File: src/rtl/local_alignment_affine_gap_scorer_core_defines.svh
// Assertion macros shared by the local alignment scorer RTL.
// No dependencies; included by the top level only.
`ifndef LOCAL_ALIGNMENT_AFFINE_GAP_SCORER_CORE_DEFINES_SVH
`define LOCAL_ALIGNMENT_AFFINE_GAP_SCORER_CORE_DEFINES_SVH

`define LAGSC_ASSERT_NOW(label, ante, cons, msg) \
	label: assert property (@(posedge clk) disable iff (!arst_n) (ante) |-> (cons)) \
		else $error(msg);

`define LAGSC_ASSERT_NEXT(label, ante, cons, msg) \
	label: assert property (@(posedge clk) disable iff (!arst_n) (ante) |=> (cons)) \
		else $error(msg);

`endif

File: src/rtl/lagsc_pkg.sv
// Types and constants of the local alignment scorer.
// No dependencies; used by the interfaces, the cell and the top level.
package lagsc_pkg;

	localparam int SYM_W   = 5;
	localparam int TSC_W   = 8;
	localparam int GAP_W   = 9;
	localparam int SCORE_W = 15;
	localparam int PPOS_W  = 13;
	localparam int SPOS_W  = 7;
	localparam int EXT_W   = 8;

	typedef enum logic [1:0] {
		CMD_CLEAR  = 2'd0,
		CMD_APPEND = 2'd1,
		CMD_TABLE  = 2'd2,
		CMD_SCORE  = 2'd3
	} cmd_t;

	localparam logic REG_GAP_OPEN   = 1'b0;
	localparam logic REG_GAP_EXTEND = 1'b1;

	typedef struct packed {
		logic                     clr;
		logic [EXT_W-1:0]         app_sym;
		logic signed [GAP_W-1:0]  gap_open;
		logic signed [GAP_W-1:0]  gap_extend;
		logic signed [TSC_W-1:0]  tscore;
	} lagsc_ctl_t;

endpackage

File: src/rtl/lagsc_cell.sv
// One subject position of the scoring row: holds its symbol and its DP row state.
// Depends on lagsc_pkg.
module lagsc_cell import lagsc_pkg::*; #(
	parameter int SB    = 16,
	parameter int AB    = 5,
	parameter int POS_W = 7,
	parameter int POS   = 1,
	parameter bit FIRST = 1'b0
) (
	input  logic                  clk,
	input  logic                  arst_n,
	input  lagsc_ctl_t            ctl,
	input  logic                  app_en,
	input  logic                  req,
	input  logic                  act,
	input  logic signed [SB-1:0]  diag_i,
	input  logic signed [SB-1:0]  left_i,
	input  logic signed [SB-1:0]  across_i,
	output logic signed [SB-1:0]  diag_o,
	output logic signed [SB-1:0]  left_o,
	output logic signed [SB-1:0]  across_o,
	output logic [AB-1:0]         sym_o,
	output logic signed [SB-1:0]  c_o,
	output logic [POS_W-1:0]      pos_o
);

	localparam int SW = SB + 2;
	localparam logic signed [SW-1:0] WHI = {3'b000, {(SB-1){1'b1}}};
	localparam logic signed [SW-1:0] WLO = {3'b111, {(SB-1){1'b0}}};
	localparam logic signed [SB-1:0] LO  = {1'b1, {(SB-1){1'b0}}};

	function automatic logic signed [SB-1:0] sat(input logic signed [SW-1:0] v);
		logic signed [SB-1:0] r;
		if (v > WHI) r = WHI[SB-1:0];
		else if (v < WLO) r = LO;
		else r = v[SB-1:0];
		return r;
	endfunction

	function automatic logic signed [SW-1:0] ext(input logic signed [SB-1:0] v);
		return {{2{v[SB-1]}}, v};
	endfunction

	logic signed [SB-1:0] prev_q, gap_q, diag_q, left_q, across_q;
	logic [AB-1:0]        sym_q;
	logic signed [SB-1:0] c1, open, extn, pg, c2, o2, e2, acr, c3, cz;
	logic signed [SW-1:0] go_w, ge_w, ts_w;

	always_comb begin
		go_w = {{(SW-GAP_W){ctl.gap_open[GAP_W-1]}}, ctl.gap_open};
		ge_w = {{(SW-GAP_W){ctl.gap_extend[GAP_W-1]}}, ctl.gap_extend};
		ts_w = {{(SW-TSC_W){ctl.tscore[TSC_W-1]}}, ctl.tscore};
		c1   = sat(ext(diag_i) + ts_w);
		open = sat(ext(prev_q) + go_w + ge_w);
		extn = sat(ext(gap_q) + ge_w);
		pg   = (open >= extn) ? open : extn;
		c2   = (c1 < pg) ? pg : c1;
		o2   = sat(ext(left_i) + go_w + ge_w);
		e2   = sat(ext(across_i) + ge_w);
		acr  = (o2 >= e2) ? o2 : e2;
		c3   = (!FIRST && (c2 < acr)) ? acr : c2;
		cz   = (c3 <= 0) ? '0 : c3;
	end

	always_ff @(posedge clk or negedge arst_n) begin
		if (!arst_n) begin
			prev_q <= '0;
			gap_q  <= LO;
		end else if (ctl.clr) begin
			prev_q <= '0;
			gap_q  <= LO;
		end else if (act) begin
			prev_q <= cz;
			gap_q  <= pg;
		end
	end

	always_ff @(posedge clk) begin
		if (act) begin
			diag_q   <= prev_q;
			left_q   <= cz;
			across_q <= FIRST ? LO : acr;
		end
		if (app_en) begin
			sym_q <= ctl.app_sym[AB-1:0];
		end
	end

	assign diag_o   = diag_q;
	assign left_o   = left_q;
	assign across_o = across_q;
	assign sym_o    = req ? sym_q : '0;
	assign c_o      = act ? cz : '0;
	assign pos_o    = act ? POS_W'(POS) : '0;

endmodule

File: config.mk
export PLATFORM = sky130hd
export DESIGN_NAME = lagsc_cell
export DESIGN_NICKNAME = d
export VERILOG_FILES = /design/src/rtl/local_alignment_affine_gap_scorer_core_defines.svh /design/src/rtl/lagsc_pkg.sv /design/src/rtl/lagsc_cell.sv
export SDC_FILE = /design/constraint.sdc
export NUM_CORES = 1
export LEC_CHECK = 0
export BUFFER_PORTS_ARGS = -buffer_cell sky130_fd_sc_hd__buf_4
export CORE_MARGIN = 1.5
export CORE_UTILIZATION = 45
export DETAILED_ROUTE_END_ITERATION = 6
export PLACE_DENSITY_LB_ADDON = 0.3
export SLEW_MARGIN = 0
export SYNTH_ARGS = -nofsm -noshare
export SYNTH_HDL_FRONTEND = slang
export SYNTH_SLANG_ARGS = --single-unit
export TNS_END_PERCENT = 1
File: constraint.sdc
create_clock -name clk -period 10.9 [get_ports clk]
set_input_delay 0.545 -clock clk [delete_from_list [all_inputs] [get_ports clk]]
set_output_delay 0.545 -clock clk [all_outputs]
set_load 0.005 [all_outputs]
== Word level (Yosys, flattened, before mapping) ==
Cells that the tools add are included.
Cells by class
  order comparisons: 15
  add/subtract/negate cells: 7
  muxes and demuxes: 22
  reduce and logical (&&, ||, !) cells: 1
Operator list (number)
  16-bit 2-to-1 mux: 20
  16-bit by 9-bit adder with 17-bit output: 4
  17-bit by 16-bit greater-than comparator with 1-bit output, second input constant: 3
  17-bit by 16-bit < comparator with 1-bit output, second input constant: 3
  17-bit by 9-bit adder with 18-bit output: 2
  18-bit by 16-bit greater-than comparator with 1-bit output, second input constant: 2
  18-bit by 16-bit < comparator with 1-bit output, second input constant: 2
  16-bit greater-or-equal comparator: 2
  16-bit < comparator: 2
  16-bit by 8-bit adder with 17-bit output: 1
  16-bit by 1-bit <= comparator with 1-bit output, second input constant: 1
  5-bit 2-to-1 mux: 1
  2-bit nonzero test: 1
  1-bit 2-to-1 mux: 1
Word-level totals
  logic and storage cells: 51
  bits of input ports: 88
  register bits: 85
  output and inout bits: 76

== Depth between registers and ports, before layout ==
  depth after elaboration: 15
  gate-level depth with buffers: 50
  depth with buffers taken out: 47

== Least setup slack after synthesis ==
Ideal clock, no wire load.
  kind: input -> output
  from: input port ctl[9] (netlist name)
  to: output port c_o[11]
  setup slack: 0.406 ns
  arrival time: 9.949 ns
  cell stages on the path: 48
  data required time: 10.355 ns
  path buffers: 3
  path through: inv_1 > fa_1 > inv_1 > ha_1 > inv_1 > fa_1 > nor2b_1 > o31ai_2 > a31oi_1 > o21ai_1 > inv_1 > a21oi_1 > o21ai_0 > and2_1 > ha_1 > nand4_1 > nor4_1 > a2111oi_0 > [... 12 more ...] > mux2i_2 > buf_6 > mux2i_1 > inv_1 > ha_1 > a21o_1 > a21o_1 > a21o_1 > a21oi_1 > nor2b_1 > o21ai_0 > nand3_1 > nand3b_1 > o311ai_4 > mux2i_1 > clkbuf_1 > nand3_1 > inv_1
On the way
  word-level cells in the longest chain between the ends: 13
  elaborated cells between the ends (all ways): 31
  those cells by class: add/sub: 4; order compare: 13; mux: 14
RTL lines
  start: declaration: RTL line lagsc_cell.sv:12  | input lagsc_ctl_t ctl,
  17-bit by 9-bit adder with 18-bit output or 16-bit by 9-bit adder with 17-bit output (tied branches): RTL line lagsc_cell.sv:54, lagsc_cell.sv:55
  18-bit by 16-bit < comparator with 1-bit output or 17-bit by 16-bit < comparator with 1-bit output (tied branches): RTL line lagsc_cell.sv:35  | else if (v < WLO) r = LO;
  16-bit 2-to-1 mux: RTL line lagsc_cell.sv:35
  16-bit 2-to-1 mux: RTL line lagsc_cell.sv:34  | if (v > WHI) r = WHI[SB-1:0];
  16-bit greater-or-equal comparator: RTL line lagsc_cell.sv:56  | pg = (open >= extn) ? open : extn;
  16-bit 2-to-1 mux: RTL line lagsc_cell.sv:56
  16-bit < comparator: RTL line lagsc_cell.sv:57  | c2 = (c1 < pg) ? pg : c1;
  16-bit 2-to-1 mux: RTL line lagsc_cell.sv:57
  16-bit < comparator: RTL line lagsc_cell.sv:61  | c3 = (!FIRST && (c2 < acr)) ? acr : c2;
  16-bit 2-to-1 mux *: RTL line lagsc_cell.sv:61
  16-bit by 1-bit <= comparator with 1-bit output: RTL line lagsc_cell.sv:62  | cz = (c3 <= 0) ? '0 : c3;
  16-bit 2-to-1 mux *: RTL line lagsc_cell.sv:62
  16-bit 2-to-1 mux *: RTL line lagsc_cell.sv:93  | assign c_o = act ? cz : '0;
  end: declaration: RTL line lagsc_cell.sv:23  | output logic signed [SB-1:0] c_o,
Mark *: on every way between the ends. The rest lies on a longest branch, timed or not.

== Worst setup path in the final report ==
  from: register prev_q[1]
  to: output port c_o[13]
On the way
  word-level cells in the longest chain between the ends: 14
  elaborated cells between the ends (all ways): 15
  those cells by class: add/sub: 2; order compare: 6; mux: 7
RTL lines
  start: declaration: RTL line lagsc_cell.sv:44  | logic signed [SB-1:0] prev_q, gap_q, diag_q, left_q, across_q;
  start signal: assignment: RTL line lagsc_cell.sv:73  | prev_q <= cz;
  16-bit by 9-bit adder with 17-bit output *: RTL line lagsc_cell.sv:54  | open = sat(ext(prev_q) + go_w + ge_w);
  17-bit by 9-bit adder with 18-bit output *: RTL line lagsc_cell.sv:54
  18-bit by 16-bit < comparator with 1-bit output: RTL line lagsc_cell.sv:35
  16-bit 2-to-1 mux: RTL line lagsc_cell.sv:35
  16-bit 2-to-1 mux *: RTL line lagsc_cell.sv:34
  16-bit greater-or-equal comparator: RTL line lagsc_cell.sv:56
  16-bit 2-to-1 mux *: RTL line lagsc_cell.sv:56
  16-bit < comparator: RTL line lagsc_cell.sv:57
  16-bit 2-to-1 mux *: RTL line lagsc_cell.sv:57
  16-bit < comparator: RTL line lagsc_cell.sv:61
  16-bit 2-to-1 mux *: RTL line lagsc_cell.sv:61
  16-bit by 1-bit <= comparator with 1-bit output: RTL line lagsc_cell.sv:62
  16-bit 2-to-1 mux *: RTL line lagsc_cell.sv:62
  16-bit 2-to-1 mux *: RTL line lagsc_cell.sv:93
Marked as above.

==> impl_metrics.json <==
{
  "outcome": "finished, final reports clean",
  "grt_pass1_wl_um": 50400,
  "synth_area_per_cell_um2": 9.00,
  "rrSetupSlack_ns": 1.07,
  "synthDominantCellAreaShare_pct": 16.3,
  "wl_um": 32200,
  "wl_per_cell_um": 17.8,
  "antenna_found_initial": 0,
  "htree_levels": 3,
  "synth-seq-area-share_pct": 21.9,
  "dp_cells": 1779,
  "ys_ff_latch": 85,
  "fillers": 2112,
  "post-route-period-util_pct": 96.5,
  "synth_cell_types": 82,
  "chipWidth_um": 159,
  "drive_gt1_share_pct": 27.3,
  "slowest_stage": "dfrtp_1",
  "cp.arrival_ns": 9.97,
  "slew_headroom_pct": 40.7,
  "finalSetupViolations": 0,
  "max_freq_mhz": 95.1,
  "layout.cells.non_filler": 1805,
  "synthArstFlopShare_pct": 37.6,
  "cts_tree": "yes",
  "synth_enable_flop_cells": 53,
  "critPathBufInv": 14,
  "synth_cells": 1214,
  "grt_pass1_vias": 9629,
  "grt_overflow_total": 0,
  "clk_pin_slew_ns": 0.07,
  "skew_ns": 0.0106,
  "via_per_inst": 5.65,
  "synth_area_leaders": "ha_1, edfxtp_1, dfrtp_1",
  "startpoint_type": "flip-flop",
  "die_h_um": 159,
  "insertion_delay_ns": 0.36,
  "finalMaxSlewViolations": 0,
  "cts.sinks": 85,
  "synth_top_cell_by_area": "ha_1",
  "path_delay_family": "compound AO/OA/AOI/OAI gates",
  "nets": 1748,
  "cts_buffers": 9,
  "r2r_cells": 50,
  "max_stage_delay_ns": 0.41,
  "crit_path_frequent_cell": "buf_4",
  "gp_congestion": 0.918,
  "root_buffer": "clkbuf_16",
  "num_rows": 56,
  "antennaDiodeCount": 0,
  "drc_errors": 0,
  "critPathCaptureType": "output port",
  "start_util_pct": 46.3,
  "grt_max_degree": 69,
  "drv_cap": 0,
  "cp.required_ns": 10.36,
  "post-place-ws_ns": -0.158,
  "syn_to_final_growth_pct": 27.0,
  "worst_pin_slew_ns": 0.890,
  "ys_top_cells_by_count": "ha_1, a21oi_1, inv_1",
  "synthFlopType": "edfxtp_1",
  "grt_usage_pct": 24.9,
  "synth_most_common_cell": "ha_1",
  "firstDrtPassIters": 4,
  "vias": 10200,
  "critical_path_class": "reg -> out",
  "finalHoldViolations": 0,
  "critPathMaxFanout": 9,
  "die_area_um2": 25200,
  "postRouteAntennaNets": 0,
  "first_iter_violations": 569,
  "ioPinCount": 164,
  "yosysWarnings": 0,
  "fin_crit_ns": 10.52,
  "syn_area_um2": 10900,
  "core_um2": 23600,
  "clockBufferDepth": 2,
  "layout_setup_ws_ns": 0.382,
  "hold_class": "in -> async",
  "hpwl_um": 25800,
  "port_buffers": 153,
  "crit_cells": 50
}
## flip-flops by register name, indices dropped and copies added (netlist names)
register / count
across_o: 16
diag_o: 16
gap_q: 16
left_o: 16
prev_q: 16
sym_q: 5
## cell usage in the layout, fill, tap and decap left out, types with 11 or more instances in the layout
master	netlist	final
fa_1	37	36
o21ai_0	66	62
a211oi_1	28	24
o21a_1	20	17
dfrtp_1	31	31
xnor2_1	36	36
buf_4	8	282
mux2_2	16	16
a21oi_1	126	119
nand3_1	31	25
edfxtp_1	53	53
nor2_1	66	65
inv_1	106	106
ha_1	142	141
nand2b_1	25	25
xor2_1	20	20
nand2_1	52	51
mux2i_1	42	32
a21boi_0	12	11
o211ai_1	11	11
nor3_1	14	14
and2_1	28	28
a21o_1	43	43
## per-stage QoR
stage	utilization (%)	cell area, um2	TNS, ns	hold slack (ns)
3_5_place_dp	56.1	13200	-1.22	0.482
4_1_cts	57.4	13500	0	0.159
3_3_place_gp	56.1	13200	0	0.474
2_1_floorplan	-	11000	0	0.249
6_report	58.7	13900	0	0.133
5_1_grt	58.7	13900	-2.17	0.165
## routing by layer
metal | global-route usage [%] | routed length [um] | up-vias
met5 | 0 | 0 | -
met4 | 4.98 | 666 | 0
met3 | 3.71 | 1830 | 44
met2 | 40.5 | 14700 | 309
met1 | 35.0 | 15000 | 4850
li1 | - | - | 4993
## worst paths after layout
| path | start | endpoint |
|---|---|---|
| setup / recovery | prev_q[1]$_DFFE_PN0P_ | c_o[13] |
| hold / removal | arst_n | prev_q[10]$_DFFE_PN0P_ |
| setup reg to reg | prev_q[1]$_DFFE_PN0P_ | prev_q[13]$_DFFE_PN0P_ |
| hold reg to reg | prev_q[15]$_DFFE_PN0P_ | diag_o[15]$_DFFE_PP_ |
| max in group asynchronous | arst_n | gap_q[15]$_DFFE_PN1P_ |
| min in group clk | ctl[29] | sym_q[3]$_DFFE_PP_ |
## cell families (layout without fill, tap and decap cells)
group / Yosys count / count (layout) / synth area share (%)
AO/OA/AOI/OAI: 395 / 395 / 24.5
multiplexers: 67 / 67 / 6.59
flip-flops: 85 / 85 / 21.9
AND/OR/NAND/NOR: 278 / 278 / 13.3
adder cells (fa/ha/maj): 185 / 185 / 23.6
other: 1 / 8 / 0.0343
XOR/XNOR: 56 / 56 / 4.49
buffers and inverters: 147 / 412 / 5.65
## layout make-up
type / count / area, um2 / area share, %
inverters: 106 / 398 / 2.87
multi-input cells: 989 / 8200 / 59.1
repair buffers: 290 / 2200 / 15.9
clock inverters: 7 / 57.6 / 0.415
flip-flops and latches: 85 / 2390 / 17.3
clock buffers: 9 / 225 / 1.62
well taps: 319 / 399 / 2.88
## repair_timing
action                                  in CTS  in global routing
hold buffers                                 0                  0
resized for setup                            6                 63
pin swaps                                    0                 16
endpoints found under the hold margin        0                  0
endpoints found under the setup margin      15                 17
buffers inserted                             0                  8
gates cloned                                 0                  2
Power is left out: the tool's default activity adds up to more than one toggle a clock period on the data nets, which glitch-free logic cannot reach.
